**src/hw/rtl/splq_pkg.sv**
```systemverilog
// shared constants, codes and helpers for the shared-pool linked queues
package splq_pkg;

   localparam int ENTRIES      = 16;
   localparam int DATA_WIDTH   = 32;
   localparam int QUEUES       = 2;
   localparam int IDX_WIDTH    = $clog2(ENTRIES);
   localparam int LINK_WIDTH   = $clog2(ENTRIES + 1);

   localparam int CMD_WIDTH    = 2;
   localparam int QSEL_WIDTH   = 1;
   localparam int DIN_WIDTH    = 32;
   localparam int STATUS_WIDTH = 2;
   localparam int DOUT_WIDTH   = 32;

   // a link equal to the entry count is the null link
   localparam logic [LINK_WIDTH-1:0] NIL_LINK = LINK_WIDTH'(ENTRIES);

   typedef enum logic [CMD_WIDTH-1:0] {
      CMD_ENQUEUE = 2'd0,
      CMD_DEQUEUE = 2'd1,
      CMD_PEEK    = 2'd2
   } cmd_type;

   typedef enum logic [STATUS_WIDTH-1:0] {
      STATUS_OK    = 2'd0,
      STATUS_FULL  = 2'd1,
      STATUS_EMPTY = 2'd2
   } status_type;

   typedef logic [LINK_WIDTH-1:0] link_type;
   typedef logic [IDX_WIDTH-1:0]  idx_type;
   typedef logic [DATA_WIDTH-1:0] data_type;

   function automatic logic is_entry(link_type link);
      return link < NIL_LINK;
   endfunction

   // entry index of a link, zero for the null link
   function automatic idx_type link_idx(link_type link);
      return is_entry(link) ? link[IDX_WIDTH-1:0] : '0;
   endfunction

endpackage

```
**src/hw/rtl/splq_req_if.sv**
```systemverilog
// request channel: command, queue select and data word with valid/ready
interface splq_req_if;
   logic                               valid;
   logic                               ready;
   logic [splq_pkg::CMD_WIDTH-1:0]     command;
   logic [splq_pkg::QSEL_WIDTH-1:0]    queue_select;
   logic [splq_pkg::DIN_WIDTH-1:0]     data_in;

   modport source (output valid, output command, output queue_select, output data_in,
                   input ready);
   modport sink   (input valid, input command, input queue_select, input data_in,
                   output ready);
endinterface

```
**src/hw/rtl/splq_rsp_if.sv**
```systemverilog
// response channel: status and data word with valid/ready
interface splq_rsp_if;
   logic                                valid;
   logic                                ready;
   logic [splq_pkg::STATUS_WIDTH-1:0]   status;
   logic [splq_pkg::DOUT_WIDTH-1:0]     data_out;

   modport source (output valid, output status, output data_out, input ready);
   modport sink   (input valid, input status, input data_out, output ready);
endinterface

```
**src/hw/rtl/shared_pool_linked_queues_core.sv**
```systemverilog
// two linked-list fifo queues sharing one entry pool with a free list
//
//  channel   dir   handshake      payload
//  req_if    in    valid/ready    command, queue_select, data_in
//  rsp_if    out   valid/ready    status, data_out
//
// one transaction per cycle sustained while responses are not stalled; a request is
// registered, then decoded and applied to the pool as the response register loads,
// so the response comes from the response register behind the request register
// the throughput is set by the single link-store read and write per cycle
// synchronous reset puts every entry on the free list at once, no sweep
// a stalled response holds the request register; req ready drops only then
module shared_pool_linked_queues_core (
   input  logic             clock,
   input  logic             reset,
   splq_req_if.sink         req_if,
   splq_rsp_if.source       rsp_if
);

   // request register
   logic                                in_valid_ff;
   splq_pkg::cmd_type                   in_cmd_ff;
   logic [splq_pkg::QSEL_WIDTH-1:0]     in_qsel_ff;
   splq_pkg::data_type                  in_data_ff;

   // response register
   logic                                rsp_valid_ff;
   splq_pkg::status_type                rsp_status_ff;
   logic [splq_pkg::DOUT_WIDTH-1:0]     rsp_data_ff;
   splq_pkg::status_type                rsp_status_in;
   logic [splq_pkg::DOUT_WIDTH-1:0]     rsp_data_in;

   // pool state
   splq_pkg::data_type                  payload_ff [splq_pkg::ENTRIES];
   splq_pkg::link_type                  link_ff    [splq_pkg::ENTRIES];
   splq_pkg::link_type                  free_head_ff;
   splq_pkg::link_type                  free_head_in;
   splq_pkg::link_type                  head_ff    [splq_pkg::QUEUES];
   splq_pkg::link_type                  head_in    [splq_pkg::QUEUES];
   splq_pkg::link_type                  tail_ff    [splq_pkg::QUEUES];
   splq_pkg::link_type                  tail_in    [splq_pkg::QUEUES];

   // store write ports
   logic                                lk_we;
   splq_pkg::idx_type                   lk_addr;
   splq_pkg::link_type                  lk_data;
   logic                                pl_we;

   // decode helpers
   logic                                advance;
   splq_pkg::link_type                  cur_head;
   splq_pkg::link_type                  cur_tail;
   splq_pkg::link_type                  rd_addr;
   splq_pkg::link_type                  rd_link;
   splq_pkg::link_type                  next_head;
   splq_pkg::data_type                  head_data;

   // the pending request moves on when the response slot is free or draining
   assign advance      = in_valid_ff && (!rsp_valid_ff || rsp_if.ready);
   assign req_if.ready = !in_valid_ff || advance;

   assign rsp_if.valid    = rsp_valid_ff;
   assign rsp_if.status   = rsp_status_ff;
   assign rsp_if.data_out = rsp_data_ff;

   assign cur_head = head_ff[in_qsel_ff];
   assign cur_tail = tail_ff[in_qsel_ff];

   // single link read: free-list successor for enqueue, queue successor otherwise
   assign rd_addr   = (in_cmd_ff == splq_pkg::CMD_ENQUEUE) ? free_head_ff : cur_head;
   assign rd_link   = link_ff[splq_pkg::link_idx(rd_addr)];
   assign head_data = payload_ff[splq_pkg::link_idx(cur_head)];

   // the tail entry always ends its queue, so its stored link is never followed
   assign next_head = (cur_head == cur_tail) ? splq_pkg::NIL_LINK : rd_link;

   always_comb begin
      free_head_in  = free_head_ff;
      head_in       = head_ff;
      tail_in       = tail_ff;
      lk_we         = 1'b0;
      lk_addr       = splq_pkg::link_idx(free_head_ff);
      lk_data       = free_head_ff;
      pl_we         = 1'b0;
      rsp_status_in = splq_pkg::STATUS_OK;
      rsp_data_in   = '0;

      case (in_cmd_ff)
         splq_pkg::CMD_ENQUEUE: begin
            if (!splq_pkg::is_entry(free_head_ff)) begin
               rsp_status_in = splq_pkg::STATUS_FULL;
            end else begin
               pl_we        = 1'b1;
               free_head_in = rd_link;
               tail_in[in_qsel_ff] = free_head_ff;
               if (!splq_pkg::is_entry(cur_tail)) begin
                  head_in[in_qsel_ff] = free_head_ff;
               end else begin
                  // append behind the current tail
                  lk_we   = 1'b1;
                  lk_addr = splq_pkg::link_idx(cur_tail);
                  lk_data = free_head_ff;
               end
            end
         end
         splq_pkg::CMD_DEQUEUE: begin
            if (!splq_pkg::is_entry(cur_head) || !splq_pkg::is_entry(cur_tail)) begin
               rsp_status_in = splq_pkg::STATUS_EMPTY;
            end else begin
               rsp_data_in         = splq_pkg::DOUT_WIDTH'(head_data);
               head_in[in_qsel_ff] = next_head;
               if (!splq_pkg::is_entry(next_head)) begin
                  tail_in[in_qsel_ff] = splq_pkg::NIL_LINK;
               end
               // freed entry goes to the front of the free list
               lk_we        = 1'b1;
               lk_addr      = splq_pkg::link_idx(cur_head);
               lk_data      = free_head_ff;
               free_head_in = cur_head;
            end
         end
         splq_pkg::CMD_PEEK: begin
            if (!splq_pkg::is_entry(cur_head)) begin
               rsp_status_in = splq_pkg::STATUS_EMPTY;
            end else begin
               rsp_data_in = splq_pkg::DOUT_WIDTH'(head_data);
            end
         end
         default: begin
            // unused command code: plain ok, nothing changes
            rsp_status_in = splq_pkg::STATUS_OK;
         end
      endcase
   end

   // control state, list pointers and link store
   always_ff @(posedge clock) begin
      if (reset) begin
         in_valid_ff  <= 1'b0;
         rsp_valid_ff <= 1'b0;
         free_head_ff <= '0;
         for (int q = 0; q < splq_pkg::QUEUES; q++) begin
            head_ff[q] <= splq_pkg::NIL_LINK;
            tail_ff[q] <= splq_pkg::NIL_LINK;
         end
         // every entry chained on the free list, last one ends it
         for (int k = 0; k < splq_pkg::ENTRIES; k++) begin
            link_ff[k] <= splq_pkg::LINK_WIDTH'(k + 1);
         end
      end else begin
         if (req_if.ready) begin
            in_valid_ff <= req_if.valid;
         end
         if (advance) begin
            rsp_valid_ff <= 1'b1;
         end else if (rsp_if.ready) begin
            rsp_valid_ff <= 1'b0;
         end
         if (advance) begin
            free_head_ff <= free_head_in;
            head_ff      <= head_in;
            tail_ff      <= tail_in;
            if (lk_we) begin
               link_ff[lk_addr] <= lk_data;
            end
         end
      end
   end

   // payload registers: request, response and pool data words
   always_ff @(posedge clock) begin
      if (req_if.ready && req_if.valid) begin
         in_cmd_ff  <= splq_pkg::cmd_type'(req_if.command);
         in_qsel_ff <= req_if.queue_select;
         in_data_ff <= splq_pkg::DATA_WIDTH'(req_if.data_in);
      end
      if (advance) begin
         rsp_status_ff <= rsp_status_in;
         rsp_data_ff   <= rsp_data_in;
         if (pl_we) begin
            payload_ff[splq_pkg::link_idx(free_head_ff)] <= in_data_ff;
         end
      end
   end

endmodule

```
**src/flat_wrapper.sv**
```systemverilog
// flat-port wrapper written by rule: the top's interface ports become plain ports
module shared_pool_linked_queues_core_flat 
  (clock, reset, req_if_valid, req_if_command, req_if_queue_select, req_if_data_in, req_if_ready, rsp_if_valid, rsp_if_status, rsp_if_data_out, rsp_if_ready);
  splq_req_if req_if_i ();
  splq_rsp_if rsp_if_i ();
  input  logic clock;
  input  logic reset;
  input wire logic [$bits(req_if_i.valid)-1:0] req_if_valid;
  input wire logic [$bits(req_if_i.command)-1:0] req_if_command;
  input wire logic [$bits(req_if_i.queue_select)-1:0] req_if_queue_select;
  input wire logic [$bits(req_if_i.data_in)-1:0] req_if_data_in;
  output wire logic [$bits(req_if_i.ready)-1:0] req_if_ready;
  output wire logic [$bits(rsp_if_i.valid)-1:0] rsp_if_valid;
  output wire logic [$bits(rsp_if_i.status)-1:0] rsp_if_status;
  output wire logic [$bits(rsp_if_i.data_out)-1:0] rsp_if_data_out;
  input wire logic [$bits(rsp_if_i.ready)-1:0] rsp_if_ready;
  assign req_if_i.valid = req_if_valid;
  assign req_if_i.command = req_if_command;
  assign req_if_i.queue_select = req_if_queue_select;
  assign req_if_i.data_in = req_if_data_in;
  assign req_if_ready = req_if_i.ready;
  assign rsp_if_valid = rsp_if_i.valid;
  assign rsp_if_status = rsp_if_i.status;
  assign rsp_if_data_out = rsp_if_i.data_out;
  assign rsp_if_i.ready = rsp_if_ready;
  shared_pool_linked_queues_core u_core (.clock(clock), .reset(reset), .req_if(req_if_i), .rsp_if(rsp_if_i));
endmodule
```
**config.mk**
```make
export PLATFORM = sky130hd
export DESIGN_NAME = shared_pool_linked_queues_core_flat
export DESIGN_NICKNAME = d
export VERILOG_FILES = /design/src/hw/rtl/splq_pkg.sv /design/src/hw/rtl/splq_req_if.sv /design/src/hw/rtl/splq_rsp_if.sv /design/src/hw/rtl/shared_pool_linked_queues_core.sv /design/src/flat_wrapper.sv
export SDC_FILE = /design/constraint.sdc
export NUM_CORES = 1
export LEC_CHECK = 0
export BUFFER_PORTS_ARGS = -buffer_cell sky130_fd_sc_hd__buf_2
export CORE_ASPECT_RATIO = 0.6
export CORE_MARGIN = 10
export CORE_UTILIZATION = 55
export DETAILED_ROUTE_END_ITERATION = 8
export GPL_ROUTABILITY_DRIVEN = 1
export GPL_TIMING_DRIVEN = 0
export PLACE_DENSITY_LB_ADDON = 0.15
export SLEW_MARGIN = 20
export SYNTH_ARGS = -nofsm -noshare
export SYNTH_HDL_FRONTEND = slang
export SYNTH_SLANG_ARGS = --single-unit
export TNS_END_PERCENT = 1
```
**constraint.sdc**
```tcl
create_clock -name clock -period 8.8 [get_ports clock]
set_clock_uncertainty 0.2 [all_clocks]
set_input_delay 1.76 -clock clock [delete_from_list [all_inputs] [get_ports clock]]
set_output_delay 1.76 -clock clock [all_outputs]
set_load 0.02 [all_outputs]
```
## Yosys cells after proc, flatten, opt, wreduce, memory -nomap -nowiden

Memory sizes are Yosys's and may differ from the RTL's.
Cells that the tools add are included.

| operators by class | value |
|---|---|
| $add $sub $neg | 0 |
| multipliers | 0 |
| div/mod/pow operators | 0 |
| order comparisons | 7 |
| equal/unequal tests | 7 |
| shift operators | 0 |
| muxes and demuxes | 58 |
| bitwise operators | 4 |
| reductions and logical operators | 17 |

Operator list:

| operator | number |
|---|---|
| $mux W32 | 2 |
| $pmux W32 S2 | 1 |
| $mux W10 | 6 |
| $mux W5 | 12 |
| $pmux W10 S2 | 2 |
| $bwmux W10 | 3 |
| $mux W4 | 7 |
| $lt A5 B5 Y1 const B | 5 |
| $mux W1 | 18 |
| $pmux W5 S2 | 1 |
| $reduce_and A5 Y1 | 2 |
| $and A8 B8 Y8 | 1 |
| $ne A2 B2 Y1 const B | 4 |
| $not A8 Y8 | 1 |
| $pmux W4 S2 | 1 |
| $pmux W2 S3 | 1 |
| $demux W5 S1 | 1 |
| $eq A5 B5 Y1 | 1 |
| $reduce_or A5 Y1 | 1 |
| $logic_not A1 Y1 | 4 |
| $mux W2 | 2 |
| $reduce_and A4 Y1 | 1 |
| $reduce_bool A2 Y1 | 2 |
| $logic_and A1 B1 Y1 | 3 |
| 9 further kinds | 11 |

| storage, ports and cells | value |
|---|---|
| register bits | 96 |
| bits in latches | 0 |
| memory bits (writable) | 592 |
| bits in read-only memories | 0 |
| bits of input ports | 39 |
| output and inout bits | 36 |
| word-level logic and storage cells | 107 |
| memories | 2 |

Memory list:

| name | words | bits a word | read ports | clocked after memory_dff | write ports | RTL line | text |
|---|---|---|---|---|---|---|---|
| u_core.payload_ff | 16 | 32 | 1 | 0 | 1 | shared_pool_linked_queues_core.sv:34 | `splq_pkg::data_type payload_ff [splq_pkg::ENTRIES];` |
| u_core.link_ff | 16 | 5 | 1 | 0 | 16 | shared_pool_linked_queues_core.sv:35 | `splq_pkg::link_type link_ff [splq_pkg::ENTRIES];` |

## Logic depth before layout (Yosys ltp)

Gate-level depths: netlist of the first run.

| logic depth | value |
|---|---|
| depth after elaboration | 15 |
| depth in mapped cells | 12 |
| gate-level depth less buffers | 10 |

## Worst setup path before layout of the first run

OpenSTA, ideal clock, no wires.

| path | value |
|---|---|
| path kind | input to register |
| start | input rsp_if_ready |
| end | memory u_core.payload_ff[0][0] (netlist name), enable pin |
| setup time | 0.421 ns |
| arrival | 5.342 ns |
| required time | 8.179 ns |
| setup slack | 2.837 ns |
| stages | 5 |
| buffers on the path | 0 |
| path through | nor2b_1 > nor2_1 > nand2_1 > or3_1 > nor2_1 |

| on the way | value |
|---|---|
| word-level cells in the longest chain between the ends | 4 |

Ends and longest elaborated chain:

| element | RTL line | text |
|---|---|---|
| from (decl) | flat_wrapper.sv:16 | `input wire logic [$bits(rsp_if_i.ready)-1:0] rsp_if_ready;` |
| $logic_or A1 B1 Y1 | shared_pool_linked_queues_core.sv:59 | `assign advance = in_valid_ff && (!rsp_valid_ff \|\| rsp_if.ready);` |
| $logic_and A1 B1 Y1 | shared_pool_linked_queues_core.sv:59 |  |
| net u_core.advance | shared_pool_linked_queues_core.sv:50 | `logic advance;` |
| $mux W1 | shared_pool_linked_queues_core.sv:177 | `if (advance) begin` |
| $mux W1 (implied by the code) | shared_pool_linked_queues_core.sv:181 | `payload_ff[splq_pkg::link_idx(free_head_ff)] <= in_data_ff;` |
| to (decl) | shared_pool_linked_queues_core.sv:34 |  |

The timed path passes the listed nets, and every way through them passes these cells.

## Final worst setup path of the first run

| path | value |
|---|---|
| start | input rsp_if_ready |
| end | output req_if_ready |

| on the way | value |
|---|---|
| word-level cells in the longest chain between the ends | 3 |

Ends and longest elaborated chain:

| element | RTL line | text |
|---|---|---|
| $logic_or A1 B1 Y1 | shared_pool_linked_queues_core.sv:59 |  |
| $logic_and A1 B1 Y1 | shared_pool_linked_queues_core.sv:59 |  |
| $logic_or A1 B1 Y1 | shared_pool_linked_queues_core.sv:60 | `assign req_if.ready = !in_valid_ff \|\| advance;` |
| to (decl) | flat_wrapper.sv:12 | `output wire logic [$bits(req_if_i.ready)-1:0] req_if_ready;` |

No other way between the ends.

==> results of run 1 <==
-- cell type report --
cell class,instances,share of cell area [%]
plain buffers,157,2.04
repair buffers,97,3.06
clock buffers,75,5.04
multi-input cells,1362,22.4
flip-flops and latches,688,63.5
clock inverters,38,1.11
well taps,693,2.70
inverters,13,0.152
-- state kept, by name, summed over array words and instances, names as in the netlist --
| register | cells |
|---|---|
| u_core.in_cmd_ff | 2 |
| u_core.rsp_if.valid | 1 |
| u_core.in_data_ff | 32 |
| u_core.free_head_ff | 5 |
| u_core.tail_ff | 10 |
| u_core.rsp_if.status | 2 |
| u_core.in_valid_ff | 1 |
| u_core.rsp_if.data_out | 32 |
| u_core.link_ff | 80 |
| u_core.head_ff | 10 |
| u_core.payload_ff | 512 |
| u_core.in_qsel_ff | 1 |
-- per-layer routing --
| metal | GRT usage (%) | vias up | share of wire [%] |
|---|---|---|---|
| met5 | 0 | - | 0 |
| met4 | 6.17 | 0 | 2.0 |
| met3 | 8.66 | 126 | 15 |
| met2 | 35.0 | 1435 | 39 |
| met1 | 41.4 | 9704 | 44 |
| li1 | - | 8531 | - |
-- synthesized netlist by cell type, types with 5 or more instances --
cell       count  area [um2]
dfxtp_1       27         541
o21ai_1        5        25.0
nor3_1        11        55.1
ha_1           5        62.6
and3_1        18         113
buf_1         23        86.3
a21oi_1       53         265
nand2b_1      12        75.1
xor2_1         6        52.6
edfxtp_1     661       19800
o2bb2ai_1      8        70.1
a222oi_1       5        50.1
and2_1         5        31.3
mux2_2        18         203
clkbuf_1     115         432
a21o_1        15         113
o21ai_0       11        55.1
nand2_1      592        2220
buf_2         14        70.1
nand3_1       74         370
a211oi_1      74         556
nor2_1       142         533
a221oi_1       5        43.8
a31oi_1      204        1280
inv_1         12        45.0
nor2b_1        9        56.3
a31o_2         7        61.3
mux2i_1       26         260
-- cells by family after synthesis --
| kind of cell | after synthesis |
|---|---|
| flip-flops | 688 |
| adder cells (fa/ha/maj) | 5 |
| buffers and inverters | 170 |
| XOR/XNOR | 8 |
| multiplexers | 47 |
| AO/OA/AOI/OAI | 421 |
| AND/OR/NAND/NOR | 881 |
-- through the flow --
step / setup WS [ns] / instances / power (uW)
after global routing: 4.08 / 3123 / 6660
after CTS: 4.14 / 3123 / 6530
after global placement: -1.05 / 2986 / 3900
final: 4.12 / 3123 / 6520
after detailed placement: 4.15 / 3010 / 3910
after floorplan: 2.84 / 2220 / 3820
-- worst max-delay path: cells and delay by family --
kind	cells	cell delay [ns]
AND/OR/NAND/NOR	2	0.67
buffers and inverters	2	0.29
-- where the power goes --
part,switching [uW],internal [uW],leakage (uW),total [uW]
clock network,1210,1460,0.000971,2670
registers,45.5,3610,0.00620,3660
logic,134,54.7,0.00375,189
-- how the worst max path moves through the flow --
stage | start | to | slack (ns) | cells after the start
floorplan | rsp_if_ready | u_core.payload_ff[0][0] | 2.84 | 5
global route | rsp_if_ready | req_if_ready | 4.08 | 4
finish | rsp_if_ready | req_if_ready | 4.12 | 4
CTS | rsp_if_ready | req_if_ready | 4.14 | 4
detailed placement | rsp_if_ready | req_if_ready | 4.15 | 4
global placement | rsp_if_ready | u_core.payload_ff[15][3] | -1.05 | 5
==> summary.md, run 1 <==
| Metric | Value |
|---|---|
| Mux contribution to synthesized area | `roughly 1.8%` |
| GPL Wtd Cong | `~0.94` |
| Worst slew pin tran | `0.994 ns` |
| R2R Setup Slk | `between 4 and 5 ns` |
| Synth Area in Compound Gates | `10.0%` |
| Share of layout cells above drive strength 1 | `roughly 11%` |
| First-pass GRT wire length | `around 120 mm` |
| Final core utilization | `a little over three fifths` |
| Min Hold Slack | `0.304 ns` |
| Post-Synth Adder-Cell Area | `less than 1%` |
| Worst Setup End Kind | `primary output` |
| R2R Path Start | `u_core.in_cmd_ff[0]` |
| Critical path type | `input port to primary output` |
| Final Instance Area | `~0.032 mm2` |
| # Post-CTS Setup Buffers | `0` |
| Post-synthesis simple-gate area fraction | `between 10% and 20%` |
| Synth-to-layout area growth | `14.1%` |
| Placement Cell Area | `roughly 0.030 mm2` |
| Chip height | `just under 200 um` |
| H-tree levels | `2` |
| Initial DRC Count | `between 3000 and 4000` |
| Final Hold Fails | `0` |
| Number of flops mapped to enable cells by yosys | `about 660` |
| First-pass iteration count of the detailed router | `6` |
| Most frequent cells in the layout | `edfxtp_1 (661), nand2_1 (592), a31oi_1 (204), clkbuf_1 (125), nor2_1 (125)` |
| Via count | `around 20000` |
| DIE AREA | `around 0.061 mm2` |
| Seq/Total Area, Yosys | `between 70 and 80%` |
| Max Fclk | `roughly 210 MHz` |
| CTS Buffer Depth | `3` |
| Share of synthesized registers carrying an async set or reset | `0%` |
| Post-Syn Instances | `around 2200` |
| Pwr Density | `203 mW/mm2` |
| Most used DFF post-synth | `edfxtp_1` |
| Syn Nets | `~2300` |
| GRT Util Overall | `26.5%` |
| Max cap viols | `0` |
| CP Max Fanout | `6` |
| Hold Path End | `u_core.tail_ff[9]` |
| Most Frequent Cell on Critical Path | `buf_2` |
| Worst-Skew Late Latency | `around 0.62 ns` |
| Largest family of logic cells by synthesized area | `simple AND/OR/NAND/NOR gates` |
| Largest stage delay, worst path | `0.52 ns` |
| Clock-pin slew on the worst setup and hold paths | `~0.070 ns` |
| Starting Density | `around 55%` |
| Reg area | `about 0.020 mm2` |
| Largest vdd supply drop | `0.000160 V` |
| Final #Nets | `2423` |
| Worst-path cell chain | `buf_2 > nor2b_1 > nand2_1 > buf_2` |
| Fin. max-slew vios | `0` |
| Row Count | `64` |
| CTS root buf | `clkbuf_16` |
| Syn Area/Cell | `12.7 um2` |
| Core ar. | `about 0.051 mm2` |
| Hold wc startpoint | `u_core.tail_ff[9]` |
| Rel. slew slack | `between 30% and 40%` |
| # clock sinks | `688` |
| Detailed Place HPWL | `roughly 57 mm` |
| RSZ-0062 raised after global routing | `no` |
| Diode count | `0` |
| # IOs | `between 70 and 80` |
| Die width | `roughly 310 um` |
| Vias per inst | `~6.3` |
| FF-to-FF End | `u_core.link_ff[13][3]` |
| Xor/xnor cell area share of the yosys netlist | `0.249%` |
| Vias in the first global route | `approximately 18000` |
| Synthesized area | `between 0.02 and 0.03 mm2` |
| Area of the multi-input gates | `between 0.007 and 0.008 mm2` |
| Hold Path Depth | `2` |
| Yosys cell types | `59` |
| WL final | `82.7 mm` |
| Largest net degree at the start of global routing | `36` |
| Yosys Warn Count | `0` |
| # hold bufs at CTS | `0` |
| Hold Path Class | `flip-flop to flip-flop` |
| DRT antenna net count | `0` |
| WP data required | `between 6 and 7 ns` |
| Outcome | `finished, final reports clean` |
| Final setup violating endpoints | `0` |
| Most common cell after layout, fill and taps aside | `edfxtp_1` |
| Slowest CP cell | `nor2b_1` |
| FF-to-FF path depth | `10` |
| Post-CTS sizing | `0` |
| # DRC | `0` |
| Startpoint types | `input port` |
| Post-Route Setup TNS | `0 ns` |
| Period Utilization, post-route | `53.2%` |
| Pleak | `0.0109 uW` |
| Initial antenna violation count | `0` |
| TritonCTS Buffers | `60` |
| Fillers | `3802` |
| CTS tree | `yes` |
| Final Critical Period | `approximately 4.7 ns` |
| Port bufs | `73` |
| CP arrival | `approximately 2.7 ns` |
| DR WL/cell | `26.5 um` |
| Flops & latches, synth | `688` |
| Congestion Overflow GR | `0` |
Note: power is estimated with default switching activity, not from simulation.
==> inputs of run 2 (changes only) <==
Clock period 8.8 ns to 3.95 ns, I/O delays scaled along.
==> run 2 against run 1 <==
Effect of this change:
- register-to-register slack worse by 4.3 ns
- final area hardly changed
- sequential power is 120% higher
- combinational power is 120% higher
- critical path type is now flip-flop to flip-flop
- die area stayed put
==> summary.md, run 2 (synthesis results as in run 1) <==
| Metric | Value |
|---|---|
| Outcome | `finished, final reports clean (unchanged)` |
| Largest vdd supply drop | `0.000370 V (was 0.000160 V)` |
| Largest net degree at the start of global routing | `36 (unchanged)` |
| Placement Cell Area | `0.0301 mm2 (about the same)` |
| Largest stage delay, worst path | `0.44 ns (was 0.52 ns)` |
| # Post-CTS Setup Buffers | `0 (unchanged)` |
| Rel. slew slack | `22.5% (was 31.8%)` |
| Port bufs | `73 (unchanged)` |
| GPL Wtd Cong | `0.982 (was 0.940)` |
| Row Count | `64 (unchanged)` |
| Diode count | `0 (unchanged)` |
| RSZ-0062 raised after global routing | `yes (was no)` |
| Max Fclk | `roughly 250 MHz` |
| Clock-pin slew on the worst setup and hold paths | `0.06 ns (was 0.07 ns)` |
| Vias in the first global route | `18349 (was 18466)` |
| Initial antenna violation count | `0 (unchanged)` |
| CTS tree | `yes (unchanged)` |
| Most frequent cells in the layout | `edfxtp_1 (661), nand2_1 (592), a31oi_1 (204), clkbuf_1 (126), nor2_1 (122) (was edfxtp_1 (661), nand2_1 (592), a31oi_1 (204), clkbuf_1 (125), nor2_1 (125))` |
| Most common cell after layout, fill and taps aside | `edfxtp_1 (unchanged)` |
| CTS Buffer Depth | `3 (unchanged)` |
| Share of layout cells above drive strength 1 | `10.9% (was 11.0%)` |
| Via count | `19664 (was 19796)` |
| H-tree levels | `2 (unchanged)` |
| Starting Density | `55.4% (unchanged)` |
| Min Hold Slack | `0.145 ns (was 0.304 ns)` |
| TritonCTS Buffers | `61 (was 60)` |
| First-pass iteration count of the detailed router | `6 (unchanged)` |
| Final setup violating endpoints | `0 (unchanged)` |
| Initial DRC Count | `2960 (was 3150)` |
| Slowest CP cell | `a2111oi_2 (was nor2b_1)` |
| WP data required | `4.04 ns (was 6.84 ns)` |
| Final Instance Area | `0.0321 mm2 (about the same)` |
| Synth-to-layout area growth | `14.0% (was 14.1%)` |
| Core ar. | `0.0508 mm2 (unchanged)` |
| Period Utilization, post-route | `about 100%` |
| # hold bufs at CTS | `0 (unchanged)` |
| Number of buffers and inverters on the critical path | `3 (was 2)` |
| Worst-Skew Late Latency | `0.62 ns (about the same)` |
| CP arrival | `4.03 ns (was 2.72 ns)` |
| Placed insts | `3011 (was 3010)` |
| # DRC | `0 (unchanged)` |
| CP Max Fanout | `10 (was 6)` |
| Fin. max-slew vios | `0 (unchanged)` |
| Pleak | `0.0109 uW (about the same)` |
| Critical path's top delay family | `simple AND/OR/NAND/NOR gates (unchanged)` |
| # IOs | `75 (unchanged)` |
| Critical path type | `flip-flop to flip-flop (was input port to primary output)` |
| Worst-path cell chain | `buf_6 > mux2_2 > inv_1 > ha_1 > nand2_1 > a2111oi_2 > nand2_1 > nor2_2 > buf_2 > a21o_1 (was buf_2 > nor2b_1 > nand2_1 > buf_2)` |
| Final #Nets | `2425 (was 2423)` |
| Max cap viols | `0 (unchanged)` |
| Max reg flops | `512 (unchanged)` |
| Startpoint types | `flip-flop (was input port)` |
| Vias per inst | `6.29 (was 6.34)` |
| DR WL/cell | `26.2 um (was 26.5 um)` |
| Most Frequent Cell on Critical Path | `nand2_1 (was buf_2)` |
| DRT antenna net count | `0 (unchanged)` |
| Chip height | `195 um (unchanged)` |
| Final Critical Period | `around 4 ns` |
| Hold Path Class | `input port to flip-flop (was flip-flop to flip-flop)` |
| R2R Setup Slk | `0.006 ns (was 4.29 ns)` |
| Die width | `312 um (unchanged)` |
| First-pass GRT wire length | `119 mm (was 122 mm)` |
| Layout Cells excl Fill | `3124 (was 3123)` |
| Final core utilization | `63.2% (about the same)` |
| WL final | `82.0 mm (was 82.7 mm)` |
| Largest registers | `u_core.payload_ff (512), u_core.link_ff (80) (unchanged)` |
| DIE AREA | `0.0609 mm2 (unchanged)` |
| Worst Setup End Kind | `flip-flop (was primary output)` |
| Worst slew pin tran | `1.15 ns (was 0.994 ns)` |
| Detailed Place HPWL | `57.2 mm (was 56.6 mm)` |
| Pwr Density | `449 mW/mm2 (was 203 mW/mm2)` |
| Final Hold Fails | `0 (unchanged)` |
| Post-Route Setup TNS | `0 ns (unchanged)` |
| Largest register by flop count | `u_core.payload_ff (unchanged)` |
| # clock sinks | `688 (unchanged)` |
| CTS root buf | `clkbuf_16 (unchanged)` |
| GRT Util Overall | `26.1% (was 26.5%)` |
| Congestion Overflow GR | `0 (unchanged)` |
| Fillers | `3829 (was 3802)` |
==> run 2: cell count changes in the layout (fill, tap and decap cells not counted), sizes merged <==
cell / change
clkinv: -1
inv: -1
clkinvlp: -2
clkbuf: +4
buf: +1
==> run 2: per-layer routing <==
layer	global-route usage [%]	part of all wire (%)	vias to the layer above	routed length, um
met3	8.92	15	133	12600
met4	6.08	2.0	4	1660
met1	40.5	43	9626	35300
met5	1.54	0.16	-	131
li1	-	-	8531	-
met2	34.3	39	1370	32200
==> run 2: path summary, 6_finish.rpt <==
kind                           start              endpoint  cells past startpoint
hold reg to reg   u_core.in_valid_ff   u_core.rsp_if.valid                      2
setup reg to reg   u_core.in_qsel_ff  u_core.link_ff[9][1]                     10
setup / recovery   u_core.in_qsel_ff  u_core.link_ff[9][1]                     10
hold / removal     req_if_data_in[2]  u_core.in_data_ff[2]                      1
==> run 2: power breakdown <==
group	switching [uW]	internal (uW)	total, uW
combinational	296	122	418
clock	2630	3200	5840
sequential	102	8050	8160
==> run 2: what timing repair did <==
item | CTS | global route
pin swaps | 0 | 0
resized for setup | 2 | 18
setup endpoints to repair | 7 | 111
endpoints found under the hold margin | 0 | 0
==> run 2: final cells by class <==
type	instances	area (um2)	share of cell area, %
Tap cell	693	867	2.70
Clock buffer	79	1620	5.03
Buffer	157	661	2.06
Multi-Input combinational cell	1362	7200	22.4
Sequential cell	688	20400	63.5
Clock inverter	34	307	0.955
Inverter	13	48.8	0.152
Timing Repair Buffer	98	1000	3.12
==> run 2: stage by stage <==
stage	total power (uW)	worst slack, ns
CTS	14400	0.00425
detailed placement	8710	-0.0271
floorplan	8510	-0.429
global route	14800	-0.0613
finish	14400	0.00615
global placement	8690	-3.22
